`src/sv/tga_rle_pkg.sv`:
```
// Shared types and constants for the TGA run-length pixel decoder.
`default_nettype none
package tga_rle_pkg;

    localparam int CFG_W       = 13;
    localparam int CFG_IDX_W   = 2;
    localparam int MAX_DIM_DEF = 4096;
    localparam int BYTE_W      = 8;
    localparam int CNT_W       = 8;
    localparam int POS_OUT_W   = 12;

    localparam logic [BYTE_W-1:0] HDR_LEN_MASK = 8'h7F;
    localparam int                HDR_RUN_BIT  = 7;
    localparam logic [2:0]        BPP_RGB      = 3'd3;
    localparam logic [2:0]        BPP_RGBA     = 3'd4;

    typedef enum logic [CFG_IDX_W-1:0] {
        CFG_RLE_MODE = 2'd0,
        CFG_BPP      = 2'd1,
        CFG_WIDTH    = 2'd2,
        CFG_HEIGHT   = 2'd3
    } t_cfg_reg;

    typedef struct packed {
        logic              place;
        logic [CNT_W-1:0]  cnt;
    } t_place_req;

    typedef struct packed {
        logic [BYTE_W-1:0] red;
        logic [BYTE_W-1:0] green;
        logic [BYTE_W-1:0] blue;
        logic [BYTE_W-1:0] alpha;
    } t_pixel;

    typedef struct packed {
        logic                 emit;
        logic [POS_OUT_W-1:0] column;
        logic [POS_OUT_W-1:0] row;
        logic [CNT_W-1:0]     cnt;
        logic                 last;
    } t_pos_res;

endpackage
`default_nettype wire

```
`src/sv/tga_rle_pkt.sv`:
```
// Packet header parsing and pixel byte assembly with BGR(A) to RGB(A) swap.
`default_nettype none
module tga_rle_pkt (
    input  wire logic                          i_clk,
    input  wire logic                          i_rst_n,
    input  wire logic                          i_step,
    input  wire logic                          i_first,
    input  wire logic [tga_rle_pkg::BYTE_W-1:0] i_data_byte,
    input  wire logic                          i_rle_mode,
    input  wire logic                          i_bpp4,
    input  wire logic                          i_finished,
    output tga_rle_pkg::t_place_req            o_req,
    output tga_rle_pkg::t_pixel                o_pixel
);

    logic                                   r_expect_hdr, n_expect_hdr;
    logic                                   r_is_run, n_is_run;
    logic [tga_rle_pkg::CNT_W-1:0]          r_left, n_left;
    logic [1:0]                             r_byte_idx, n_byte_idx;
    logic [3:0][tga_rle_pkg::BYTE_W-1:0]    r_pix, n_pix;

    logic                                   c_expect_hdr;
    logic                                   c_is_run;
    logic [tga_rle_pkg::CNT_W-1:0]          c_left;
    logic [1:0]                             c_byte_idx;
    logic [3:0][tga_rle_pkg::BYTE_W-1:0]    c_pix;
    logic [2:0]                             bpp;

    always_comb begin
        // A first byte restarts packet state before the byte is handled.
        c_expect_hdr = r_expect_hdr;
        c_is_run     = r_is_run;
        c_left       = r_left;
        c_byte_idx   = r_byte_idx;
        if (i_first) begin
            c_expect_hdr = 1'b1;
            c_is_run     = 1'b0;
            c_left       = '0;
            c_byte_idx   = '0;
        end
        bpp = i_bpp4 ? tga_rle_pkg::BPP_RGBA : tga_rle_pkg::BPP_RGB;

        n_expect_hdr = c_expect_hdr;
        n_is_run     = c_is_run;
        n_left       = c_left;
        n_byte_idx   = c_byte_idx;
        c_pix        = r_pix;
        n_pix        = r_pix;
        o_req.place  = 1'b0;
        o_req.cnt    = tga_rle_pkg::CNT_W'(1);

        if (!(i_finished && !i_first)) begin
            if (i_rle_mode && c_expect_hdr) begin
                n_is_run     = i_data_byte[tga_rle_pkg::HDR_RUN_BIT];
                n_left       = (i_data_byte & tga_rle_pkg::HDR_LEN_MASK)
                               + tga_rle_pkg::CNT_W'(1);
                n_expect_hdr = 1'b0;
                n_byte_idx   = '0;
            end else begin
                c_pix[c_byte_idx] = i_data_byte;
                n_pix             = c_pix;
                if (({1'b0, c_byte_idx} + 3'd1) < bpp) begin
                    n_byte_idx = c_byte_idx + 2'd1;
                end else begin
                    n_byte_idx  = '0;
                    o_req.place = 1'b1;
                    if (i_rle_mode && c_is_run) begin
                        o_req.cnt    = c_left;
                        n_left       = '0;
                        n_expect_hdr = 1'b1;
                    end else if (i_rle_mode) begin
                        if (c_left != '0) begin
                            n_left = c_left - tga_rle_pkg::CNT_W'(1);
                        end
                        if (n_left == '0) begin
                            n_expect_hdr = 1'b1;
                        end
                    end
                    if (!i_bpp4) begin
                        n_pix[3] = '0;
                    end
                end
            end
        end

        o_pixel.red   = c_pix[2];
        o_pixel.green = c_pix[1];
        o_pixel.blue  = c_pix[0];
        o_pixel.alpha = i_bpp4 ? c_pix[3] : '0;
    end

    always_ff @(posedge i_clk) begin
        if (!i_rst_n) begin
            r_expect_hdr <= 1'b1;
            r_is_run     <= 1'b0;
            r_left       <= '0;
            r_byte_idx   <= '0;
            r_pix        <= '0;
        end else if (i_step) begin
            r_expect_hdr <= n_expect_hdr;
            r_is_run     <= n_is_run;
            r_left       <= n_left;
            r_byte_idx   <= n_byte_idx;
            r_pix        <= n_pix;
        end
    end

endmodule
`default_nettype wire

```
`src/sv/tga_rle_pos.sv`:
```
// Pixel position tracking: row wrap, run clipping at the image end, position advance.
`default_nettype none
module tga_rle_pos #(
    parameter int DIM_W = 13
) (
    input  wire logic                    i_clk,
    input  wire logic                    i_rst_n,
    input  wire logic                    i_step,
    input  wire logic                    i_first,
    input  wire logic [DIM_W-1:0]        i_width,
    input  wire logic [DIM_W-1:0]        i_height,
    input  wire tga_rle_pkg::t_place_req i_req,
    output logic                         o_finished,
    output tga_rle_pkg::t_pos_res        o_res
);

    localparam int REM_W  = 2 * DIM_W;
    localparam int CMP_W  = (REM_W > 9) ? REM_W : 9;
    localparam int DIV_W  = DIM_W + tga_rle_pkg::CNT_W;
    localparam int HALF_Q = tga_rle_pkg::CNT_W / 2;

    logic [DIM_W-1:0]               r_col, n_col;
    logic [DIM_W-1:0]               r_row, n_row;
    logic                           r_fin, n_fin;
    logic                           r_pend, n_pend;
    logic                           r_pend2, n_pend2;
    logic [DIV_W-1:0]               r_div_rem, n_div_rem;
    logic [tga_rle_pkg::CNT_W-1:0]  r_div_q, n_div_q;
    logic [DIM_W-1:0]               r_adv_row, n_adv_row;
    logic [DIM_W-1:0]               r_adv_w, n_adv_w;
    logic [REM_W-1:0]               r_rem, n_rem;

    logic                           wrap;
    logic [DIM_W-1:0]               col_w;
    logic [DIM_W-1:0]               row_w;
    logic [REM_W-1:0]               rem_calc;
    logic [tga_rle_pkg::CNT_W-1:0]  cnt_c;
    logic                           last_c;
    logic [DIV_W-1:0]               div_rem;
    logic [tga_rle_pkg::CNT_W-1:0]  div_q;

    assign wrap  = (r_col >= i_width);
    assign col_w = wrap ? '0 : r_col;
    assign row_w = wrap ? (r_row + DIM_W'(1)) : r_row;

    // Pixels left in the image from the current position. The register is
    // refreshed every idle cycle; after a placed pixel it is decremented by the
    // repeat count and held while the position advance is still settling.
    assign rem_calc = REM_W'(i_height - row_w) * REM_W'(i_width) - REM_W'(col_w);

    assign cnt_c  = (CMP_W'(i_req.cnt) > CMP_W'(r_rem)) ? tga_rle_pkg::CNT_W'(r_rem)
                                                        : i_req.cnt;
    assign last_c = (CMP_W'(cnt_c) == CMP_W'(r_rem));

    // Restoring division of the advanced column by the width. The quotient is
    // at most 128, so eight compare-subtract steps cover it: the upper four while
    // r_pend is set and the lower four while r_pend2 is set, which writes the position.
    // A pixel needs at least three bytes, so the position is ready in time.
    always_comb begin
        logic [DIV_W-1:0] sub;
        div_rem = r_div_rem;
        div_q   = r_div_q;
        for (int k = HALF_Q - 1; k >= 0; k--) begin
            if (r_pend) begin
                sub = DIV_W'(r_adv_w) << (k + HALF_Q);
            end else begin
                sub = DIV_W'(r_adv_w) << k;
            end
            if (div_rem >= sub) begin
                div_rem = div_rem - sub;
                if (r_pend) begin
                    div_q[k + HALF_Q] = 1'b1;
                end else begin
                    div_q[k] = 1'b1;
                end
            end
        end
    end

    always_comb begin
        n_col       = r_col;
        n_row       = r_row;
        n_fin       = r_fin;
        n_pend      = 1'b0;
        n_pend2     = r_pend;
        n_div_rem   = div_rem;
        n_div_q     = div_q;
        n_adv_row   = r_adv_row;
        n_adv_w     = r_adv_w;
        n_rem       = rem_calc;
        o_res.emit   = 1'b0;
        o_res.column = tga_rle_pkg::POS_OUT_W'(col_w);
        o_res.row    = tga_rle_pkg::POS_OUT_W'(i_height - row_w - DIM_W'(1));
        o_res.cnt    = cnt_c;
        o_res.last   = last_c;

        if (r_pend || r_pend2) begin
            n_rem = r_rem;
        end
        if (r_pend2) begin
            n_col = DIM_W'(div_rem);
            n_row = r_adv_row + DIM_W'(div_q);
        end
        if (i_step) begin
            if (i_first) begin
                n_col   = '0;
                n_row   = '0;
                n_fin   = 1'b0;
                n_pend  = 1'b0;
                n_pend2 = 1'b0;
                n_rem   = rem_calc;
            end else if (i_req.place) begin
                if (row_w >= i_height) begin
                    n_fin = 1'b1;
                    n_col = col_w;
                    n_row = row_w;
                end else begin
                    o_res.emit = 1'b1;
                    n_fin      = last_c;
                    n_pend     = 1'b1;
                    n_div_rem  = DIV_W'(col_w) + DIV_W'(cnt_c);
                    n_div_q    = '0;
                    n_adv_row  = row_w;
                    n_adv_w    = i_width;
                    n_rem      = r_rem - REM_W'(cnt_c);
                end
            end
        end
    end

    always_ff @(posedge i_clk) begin
        if (!i_rst_n) begin
            r_col   <= '0;
            r_row   <= '0;
            r_fin   <= 1'b0;
            r_pend  <= 1'b0;
            r_pend2 <= 1'b0;
        end else begin
            r_col   <= n_col;
            r_row   <= n_row;
            r_fin   <= n_fin;
            r_pend  <= n_pend;
            r_pend2 <= n_pend2;
        end
    end

    always_ff @(posedge i_clk) begin
        r_div_rem <= n_div_rem;
        r_div_q   <= n_div_q;
        r_adv_row <= n_adv_row;
        r_adv_w   <= n_adv_w;
        r_rem     <= n_rem;
    end

    assign o_finished = r_fin;

`ifndef SYNTH
    // The position advance must settle before the next pixel can be placed.
    a_no_place_while_pending: assert property (@(posedge i_clk) disable iff (!i_rst_n)
        !((r_pend || r_pend2) && i_step && i_req.place))
        else $error("pixel placed while position advance pending");

    a_last_sets_finished: assert property (@(posedge i_clk) disable iff (!i_rst_n)
        (o_res.emit && o_res.last) |=> r_fin)
        else $error("last result did not mark the image finished");

    a_clip_only_shrinks: assert property (@(posedge i_clk) disable iff (!i_rst_n)
        o_res.emit |-> (o_res.cnt <= i_req.cnt))
        else $error("repeat count grew when clipped");

    a_finished_holds: assert property (@(posedge i_clk) disable iff (!i_rst_n)
        (r_fin && !i_step) |=> r_fin)
        else $error("finished cleared without a first byte");
`endif

endmodule
`default_nettype wire

```
`src/sv/tga_rle_pixel_decoder.sv`:
```
// Top level of the TGA run-length pixel decoder: config registers, input and result registers.
//
// Usage: image-data bytes (after header and color map) enter on the input
// channel, one item per byte, with i_first set on the first byte of an image.
// Each completed literal pixel, or each whole run, leaves on the result
// channel as one item with RGB(A), first column, bottom-up row, repeat count
// and a last flag on the item that completes the image. Bytes after the end
// of the image give no result until the next first byte.
// Configuration registers (mode, pixel size, width, height) are written on
// the config channel, which is always ready; the user must write them only
// while no item is in flight; the block does not enforce it. Data passes the
// input register and then the result register. Throughput: one byte per
// cycle while the receiver is ready, set by the single decode stage between
// the two registers. A stalled receiver holds the result register; the input
// register then fills and ready drops after one more byte.
// Reset clears packet and position state and loads mode 0, 3 bytes per
// pixel, width 1 and height 1.
`default_nettype none
module tga_rle_pixel_decoder #(
    parameter int MAX_DIM = tga_rle_pkg::MAX_DIM_DEF
) (
    input  wire logic                               i_clk,
    input  wire logic                               i_rst_n,
    input  wire logic                               i_in_valid,
    output logic                                    o_in_ready,
    input  wire logic [tga_rle_pkg::BYTE_W-1:0]     i_data_byte,
    input  wire logic                               i_first,
    output logic                                    o_out_valid,
    input  wire logic                               i_out_ready,
    output logic [tga_rle_pkg::BYTE_W-1:0]          o_red,
    output logic [tga_rle_pkg::BYTE_W-1:0]          o_green,
    output logic [tga_rle_pkg::BYTE_W-1:0]          o_blue,
    output logic [tga_rle_pkg::BYTE_W-1:0]          o_alpha,
    output logic [tga_rle_pkg::POS_OUT_W-1:0]       o_column,
    output logic [tga_rle_pkg::POS_OUT_W-1:0]       o_row,
    output logic [tga_rle_pkg::CNT_W-1:0]           o_repeat_count,
    output logic                                    o_last,
    input  wire logic                               i_cfg_valid,
    output logic                                    o_cfg_ready,
    input  wire logic [tga_rle_pkg::CFG_IDX_W-1:0]  i_cfg_index,
    input  wire logic [tga_rle_pkg::CFG_W-1:0]      i_cfg_data
);

    localparam int DIM_W = $clog2(MAX_DIM + 1);

    logic                               r_rle_mode;
    logic [2:0]                         r_bpp;
    logic [tga_rle_pkg::CFG_W-1:0]      r_width;
    logic [tga_rle_pkg::CFG_W-1:0]      r_height;

    logic                               r_in_valid;
    logic [tga_rle_pkg::BYTE_W-1:0]     r_in_byte;
    logic                               r_in_first;

    logic                               r_out_valid;
    tga_rle_pkg::t_pixel                r_out_pix;
    tga_rle_pkg::t_pos_res              r_out_res;

    logic                               advance;
    logic                               step;
    logic                               bpp4;
    logic                               finished;
    logic [DIM_W-1:0]                   width;
    logic [DIM_W-1:0]                   height;
    tga_rle_pkg::t_place_req            req;
    tga_rle_pkg::t_pixel                pixel;
    tga_rle_pkg::t_pos_res              res;

    assign o_cfg_ready = 1'b1;

    always_ff @(posedge i_clk) begin
        if (!i_rst_n) begin
            r_rle_mode <= 1'b0;
            r_bpp      <= tga_rle_pkg::BPP_RGB;
            r_width    <= tga_rle_pkg::CFG_W'(1);
            r_height   <= tga_rle_pkg::CFG_W'(1);
        end else if (i_cfg_valid) begin
            unique case (tga_rle_pkg::t_cfg_reg'(i_cfg_index))
                tga_rle_pkg::CFG_RLE_MODE: r_rle_mode <= i_cfg_data[0];
                tga_rle_pkg::CFG_BPP:      r_bpp      <= i_cfg_data[2:0];
                tga_rle_pkg::CFG_WIDTH:    r_width    <= i_cfg_data;
                tga_rle_pkg::CFG_HEIGHT:   r_height   <= i_cfg_data;
                default: ;
            endcase
        end
    end

    // Zero acts as one and anything above the limit acts as the limit.
    always_comb begin
        if (r_width == '0) begin
            width = DIM_W'(1);
        end else if (32'(r_width) > 32'(MAX_DIM)) begin
            width = DIM_W'(MAX_DIM);
        end else begin
            width = DIM_W'(r_width);
        end
        if (r_height == '0) begin
            height = DIM_W'(1);
        end else if (32'(r_height) > 32'(MAX_DIM)) begin
            height = DIM_W'(MAX_DIM);
        end else begin
            height = DIM_W'(r_height);
        end
    end

    assign bpp4       = (r_bpp >= tga_rle_pkg::BPP_RGBA);
    assign advance    = !r_out_valid || i_out_ready;
    assign step       = r_in_valid && advance;
    assign o_in_ready = !r_in_valid || advance;

    always_ff @(posedge i_clk) begin
        if (!i_rst_n) begin
            r_in_valid <= 1'b0;
        end else if (i_in_valid && o_in_ready) begin
            r_in_valid <= 1'b1;
        end else if (step) begin
            r_in_valid <= 1'b0;
        end
    end

    always_ff @(posedge i_clk) begin
        if (i_in_valid && o_in_ready) begin
            r_in_byte  <= i_data_byte;
            r_in_first <= i_first;
        end
    end

    tga_rle_pkt u_pkt (
        .i_clk       (i_clk),
        .i_rst_n     (i_rst_n),
        .i_step      (step),
        .i_first     (r_in_first),
        .i_data_byte (r_in_byte),
        .i_rle_mode  (r_rle_mode),
        .i_bpp4      (bpp4),
        .i_finished  (finished),
        .o_req       (req),
        .o_pixel     (pixel)
    );

    tga_rle_pos #(
        .DIM_W (DIM_W)
    ) u_pos (
        .i_clk      (i_clk),
        .i_rst_n    (i_rst_n),
        .i_step     (step),
        .i_first    (r_in_first),
        .i_width    (width),
        .i_height   (height),
        .i_req      (req),
        .o_finished (finished),
        .o_res      (res)
    );

    always_ff @(posedge i_clk) begin
        if (!i_rst_n) begin
            r_out_valid <= 1'b0;
        end else if (step) begin
            r_out_valid <= res.emit;
        end else if (i_out_ready) begin
            r_out_valid <= 1'b0;
        end
    end

    always_ff @(posedge i_clk) begin
        if (step && res.emit) begin
            r_out_pix <= pixel;
            r_out_res <= res;
        end
    end

    assign o_out_valid    = r_out_valid;
    assign o_red          = r_out_pix.red;
    assign o_green        = r_out_pix.green;
    assign o_blue         = r_out_pix.blue;
    assign o_alpha        = r_out_pix.alpha;
    assign o_column       = r_out_res.column;
    assign o_row          = r_out_res.row;
    assign o_repeat_count = r_out_res.cnt;
    assign o_last         = r_out_res.last;

endmodule
`default_nettype wire

```
`config.mk`:
```
export PLATFORM = sky130hd
export DESIGN_NAME = tga_rle_pixel_decoder
export DESIGN_NICKNAME = d
export VERILOG_FILES = /design/src/sv/tga_rle_pkg.sv /design/src/sv/tga_rle_pkt.sv /design/src/sv/tga_rle_pos.sv /design/src/sv/tga_rle_pixel_decoder.sv
export SDC_FILE = /design/constraint.sdc
export NUM_CORES = 2
export LEC_CHECK = 0
export BUFFER_PORTS_ARGS = -buffer_cell sky130_fd_sc_hd__buf_4
export CORE_MARGIN = 1
export CORE_UTILIZATION = 25
export DETAILED_ROUTE_END_ITERATION = 12
export GPL_ROUTABILITY_DRIVEN = 0
export GPL_TIMING_DRIVEN = 0
export PLACE_DENSITY_LB_ADDON = 0.15
export SYNTH_ARGS = -nofsm -noshare
export SYNTH_HDL_FRONTEND = slang
export SYNTH_HIERARCHICAL = 1
export SYNTH_SLANG_ARGS = --single-unit
```
`constraint.sdc`:
```
create_clock -name i_clk -period 17.5 [get_ports i_clk]
set_clock_uncertainty 0.05 [all_clocks]
set_input_delay 2.625 -clock i_clk [delete_from_list [all_inputs] [get_ports i_clk]]
set_output_delay 2.625 -clock i_clk [all_outputs]
set_load 0.01 [all_outputs]
```
## After elaboration in Yosys (flattened, before gate mapping)

Cells that the tools add are included.

- Input port bits: 29
- Output and inout port bits: 68
- Word-level logic and storage cells: 205
- Bits in registers: 260

- $add $sub $neg: 16
- Muxes and demuxes: 105
- Multipliers: 1
- Eq/ne operators: 4
- Bitwise logic cells: 4
- Reduce and logical (&&, ||, !) cells: 28
- Order comparisons: 13

Operators by type and width:

| cell | number |
|---|---|
| 2-to-1 mux 13 bit | 16 |
| 2-to-1 mux 21 bit | 8 |
| 2-to-1 mux 8 bit | 21 |
| 2-to-1 mux 26 bit | 5 |
| 2-to-1 mux 32 bit | 2 |
| 2-to-1 mux 1 bit | 39 |
| bitwise mux 32 bit | 1 |
| 2-to-1 mux 9 bit | 3 |
| equality test 8 x 26 -> 1 bit | 1 |
| >= comparator 13 bit | 2 |
| greater-than comparator 13 bit, second input constant | 2 |
| greater-than comparator 8 x 26 -> 1 bit | 1 |
| logical NOT 13 bit | 2 |
| multiplier 26 x 13 -> 26 bit | 1 |
| subtractor 26 x 13 -> 26 bit | 1 |
| subtractor 26 x 8 -> 26 bit | 1 |
| >= comparator 21 x 17 -> 1 bit | 1 |
| >= comparator 21 x 18 -> 1 bit | 1 |
| >= comparator 21 x 19 -> 1 bit | 1 |
| >= comparator 21 bit | 1 |
| subtractor 21 x 17 -> 21 bit | 1 |
| subtractor 21 x 18 -> 21 bit | 1 |
| subtractor 21 x 19 -> 21 bit | 1 |
| subtractor 21 bit | 1 |
| other kinds (34) | 57 |

## Logic depth before layout (Yosys ltp)

- Depth in word-level cells: 15
- Depth in mapped cells: 67
- Mapped depth without buffers: 59

## Modules after synthesis

The synthesis kept the hierarchy.

By module, submodules not included:

| module | instances | cells each | seq. area each (um2) | area each (um2) |
|---|---|---|---|---|
| tga_rle_pos | 1 | 2278 | 2462.4 | 18796.8 |
| tga_rle_pixel_decoder | 1 | 248 | 2822.7 | 3638.5 |
| tga_rle_pkt | 1 | 389 | 880.8 | 3090.5 |

## Least setup slack after synthesis

OpenSTA, ideal clock, no wires.

- Kind: register to register
- Start point: reg u_pos.r_pend
- End point: reg u_pos.r_row[12]
- Cell stages (with the launch flop): 67
- Data required time: 17.335 ns
- Arrival: 13.061 ns
- Path buffers: 9
- Period minus slack after synthesis: 13.226 ns
- Path slack: 4.274 ns
- Library setup time: 0.115 ns
- Cells stage by stage: dfxtp_1 -> clkbuf_1 -> buf_1 -> mux2i_1 -> ha_1 -> and3_1 -> a221oi_2 -> a211o_1 -> a211oi_2 -> o21ai_2 -> nand2_1 -> buf_1 -> clkbuf_1 -> nor2_1 -> a21oi_1 -> ha_1 -> nor2b_1 -> o211ai_1 -> (+31 left out) -> nor3b_4 -> buf_2 -> o21bai_1 -> ha_1 -> fa_1 -> a21o_1 -> a21oi_1 -> o21bai_1 -> a21oi_1 -> nor2b_1 -> o21ai_0 -> nand2b_1 -> and3_1 -> nand3_1 -> xnor2_1 -> mux2i_1 -> o32ai_1 -> o21a_1

- Longest elaborated chain between the ends: 15
- Elaborated cells on any way between the ends: 36
- Classes of those cells: 4 x add/sub; 4 x order compare; 28 x mux

RTL lines:

| element | line | RTL |
|---|---|---|
| start: declaration | tga_rle_pos.sv:25 | `logic r_pend, n_pend;` |
| start signal: assignment | tga_rle_pos.sv:142 | `r_pend <= n_pend;` |
| 2-to-1 mux 20 bit | tga_rle_pos.sv:64 | `if (r_pend) begin` |
| subtractor 21 bit / >= comparator 21 bit (equally long branches) | tga_rle_pos.sv:70, tga_rle_pos.sv:69 |  |
| 2-to-1 mux 21 bit | tga_rle_pos.sv:69 | `if (div_rem >= sub) begin` |
| subtractor 21 x 19 -> 21 bit / >= comparator 21 x 19 -> 1 bit (equally long branches) | tga_rle_pos.sv:70, tga_rle_pos.sv:69 |  |
| 2-to-1 mux 21 bit | tga_rle_pos.sv:69 |  |
| subtractor 21 x 18 -> 21 bit / >= comparator 21 x 18 -> 1 bit (equally long branches) | tga_rle_pos.sv:70, tga_rle_pos.sv:69 |  |
| 2-to-1 mux 21 bit | tga_rle_pos.sv:69 |  |
| >= comparator 21 x 17 -> 1 bit | tga_rle_pos.sv:69 |  |
| 2-to-1 mux 1 bit | tga_rle_pos.sv:69 |  |
| adder 13 x 8 -> 13 bit * | tga_rle_pos.sv:102 | `n_row = r_adv_row + DIM_W'(div_q);` |
| 2-to-1 mux 13 bit * | tga_rle_pos.sv:100 | `if (r_pend2) begin` |
| 2-to-1 mux 13 bit | tga_rle_pos.sv:113 | `if (row_w >= i_height) begin` |
| 2-to-1 mux 13 bit | tga_rle_pos.sv:112 | `end else if (i_req.place) begin` |
| 2-to-1 mux 13 bit | tga_rle_pos.sv:105 | `if (i_first) begin` |
| 2-to-1 mux 13 bit * | tga_rle_pos.sv:104 | `if (i_step) begin` |
| end signal: assignment | tga_rle_pos.sv:140 | `r_row <= n_row;` |
| end: declaration | tga_rle_pos.sv:23 | `logic [DIM_W-1:0] r_row, n_row;` |

Mark *: on every way between the ends. The rest lies on a longest branch, timed or not.
A chain may end at the register's enable or synchronous reset.

## Worst setup path after layout

- Start point: reg u_pos.r_pend
- End point: reg u_pos.r_row[10]

Same word-level chain as after synthesis.

==> results.cfg <==
[sta]
grt_setup_unrepaired = false
hold_ws_ns = 0.405
slew_violations = 0
setup_viol = 0
final_hold_viol_count = 0
post-route-min-period_ns = 16.05
worst_pin_slew_ns = 1.19
clock.fmax_mhz = 62.3
post-route-period-util_pct = 91.7
relSlewSlack_pct = 20.5

[critical_path]
crit_type = flip-flop to flip-flop
cpPeakStageDelay_ns = 0.51
path_common_cell = a21oi_1
end_kind = flip-flop
worstPathBufferInverterCount = 8
r2r_start = u_pos/r_pend
critical_path_required_ns = 17.89
cp.depth = 63
cp-start-kind = flip-flop
critPathTopFamily = compound AO/OA/AOI/OAI gates
arrival_ns = 16.45
critPathLaunch = u_pos/r_pend
r2r.worst_path.cells = 63
cp_max_fo = 13
cp_slowest_cell = a2111oi_1

[min_path]
hold_path_depth = 2
hold_start = u_pkt/r_pix[21]
hp-class = flip-flop to flip-flop

[global_route]
grt_max_degree = 31
grt_pass1_vias = 21400
grt_use_total_pct = 16.4
grt_pass1_wl_um = 130000
grt_antenna_before_repair = 3
overflow = 0

[drt]
wl_per_cell_um = 19.1
ant_nets = 0
finalWirelength_um = 84900
routed-via-count = 20900
drtIter0Drc = 1002
drcViolationCount = 0
via_per_inst = 4.71
dr.pass1.iters = 5

[final_layout]
nets = 3477
layout_common_cells = nand2_1, inv_1, a21oi_1
area_growth_pct = 15.0
final_common_cell = nand2_1
finalInstanceArea_um2 = 29400
layout-drive-gt1-share_pct = 9.36

[clock_tree]
cts_tree = done
cts_htree_levels = 2
clk_pin_slew_ns = 0.06
clock_path_buffers = 3
cts_buffers = 35
insertion_delay_ns = 0.58
clock_sinks = 258
clock-root-buffer = clkbuf_16

[synth]
yosysSeqAreaShare_pct = 24.2
yosysWarnings = 6
synth_top_family_by_area = adder cells
synthesis.instances = 2915
synth_top_cell_area_share_pct = 15.1
synth_fa_ha_area_share_pct = 25.2
syn-num-nets = 3342
synthMuxAreaShare_pct = 4.51
avgSynthCellArea_um2 = 8.76
synth_area_leaders = fa_1, dfxtp_1, edfxtp_1
ys_seq_elements = 258
synth-simple-area-share_pct = 17.3
synthDistinctLibCells = 108
synth_edf_count = 100
yosys.area_share.xor_xnor_pct = 5.46
ys.flop_type = dfxtp_1
yosysTopAreaCell = fa_1
synth_compound_area_share_pct = 16.9
syn_area_um2 = 25500
async_flop_share_pct = 0

[floorplanning]
design.die.area_um2 = 103000
core-area_um2 = 101000
std_cell_rows = 116
io_pins = 97
die_w_um = 322
fp.dieH_um = 322
initial_core_util_pct = 25.4

[run]
maxCapViolations = 0

[placement]
dp_hpwl_um = 69200
placed_cell_area_um2 = 28000
port_buffers = 95

[outcome]
status = finished, final reports clean
==> worst paths after layout <==
kind / endpoint / slack [ns]
min: u_pkt/r_pix[21] / 0.41
max reg2reg: u_pos/r_row[10] / 1.45
max: u_pos/r_row[10] / 1.45
min reg2reg: u_pkt/r_pix[21] / 0.41
==> registers in the layout (all words and copies together) (netlist names), 12 cells and up <==
register	count
u_pos/r_rem	26
u_pos/r_row	13
u_pos/r_div_rem	21
r_width	13
r_height	13
u_pos/r_col	13
u_pos/r_adv_w	13
o_row	12
u_pos/r_adv_row	13
u_pkt/r_pix	32
o_column	12
==> synthesized netlist by cell type, types with 9 or more instances <==
| cell type | n |
|---|---|
| a21boi_0 | 11 |
| a21boi_1 | 9 |
| a21boi_2 | 9 |
| a21o_1 | 65 |
| a21oi_1 | 214 |
| a221oi_1 | 9 |
| a22o_1 | 11 |
| a31oi_1 | 19 |
| and2_1 | 86 |
| and3_1 | 16 |
| buf_2 | 10 |
| clkbuf_1 | 105 |
| dfxtp_1 | 158 |
| edfxtp_1 | 100 |
| fa_1 | 192 |
| ha_1 | 206 |
| inv_1 | 291 |
| mux2_1 | 18 |
| mux2_2 | 43 |
| mux2i_1 | 45 |
| nand2_1 | 350 |
| nand2b_1 | 45 |
| nand3_1 | 80 |
| nand4_1 | 18 |
| nor2_1 | 142 |
| nor2b_1 | 61 |
| nor3_1 | 48 |
| nor4_1 | 15 |
| o211ai_1 | 10 |
| o21a_1 | 38 |
| o21ai_0 | 110 |
| o21bai_1 | 24 |
| o221ai_1 | 14 |
| o22ai_1 | 22 |
| o31ai_1 | 9 |
| or2_2 | 9 |
| or3_1 | 12 |
| xnor2_1 | 110 |
| xor2_1 | 49 |
==> final cells by class <==
class	count	area [um2]
timing repair buffer	99	781
multi-input combinational	2233	17800
tap	1357	1700
antenna	1	2.50
fill	10900	71200
buffer	129	576
clock buffer	46	1010
sequential	258	6170
inverter	294	1100
clock inverter	17	256
==> logic make-up after synthesis <==
kind of cell               count (synthesis)
buffers and inverters                    424
DFF                                      258
AOI/OAI and AO/OA                        656
adders and majority gates                398
xor gates and xnor gates                 159
muxes                                    107
and+or+nand+nor                          912
other                                      1
==> layer usage <==
metal	vias up	global-route usage (%)	share of wire (%)
met5	-	0	0
met4	0	4.07	2.3
met3	82	1.77	3.1
met2	326	27.6	47
li1	10300	-	-
met1	10200	22.3	47
==> per-stage QoR <==
step | setup TNS (ns) | util [%] | std cells | setup slack [ns]
2_1_floorplan | 0 | - | 2915 | 4.27
3_3_place_gp | -5.38 | 27.8 | 4367 | -1.11
3_5_place_dp | -4.23 | 27.8 | 4370 | -0.970
4_1_cts | 0 | 29.1 | 4433 | 0.0388
5_1_grt | 0 | 29.2 | 4433 | 0.157
6_report | 0 | 29.2 | 4434 | 1.45
==> repair_timing <==
action | in CTS | in global routing
setup buffers | 0 | 1
setup endpoints to repair | 9 | 9
hold endpoints to repair | 0 | 0
hold buffers | 0 | 0
pin swaps | 0 | 1
resized for setup | 8 | 17
==> worst reg2reg max path: cells and delay by family, from the launching register on <==
| family | cells | cell delay [ns] |
|---|---|---|
| adders and majority gates | 6 | 2.14 |
| muxes | 2 | 0.54 |
| DFF | 1 | 0.38 |
| and+or+nand+nor | 13 | 2.41 |
| AOI/OAI and AO/OA | 33 | 7.80 |
| buffers and inverters | 8 | 2.49 |
| xor gates and xnor gates | 1 | 0.18 |
Power is not shown: default switching activity piles up to over one toggle a cycle in this logic, so the estimate is an artifact.
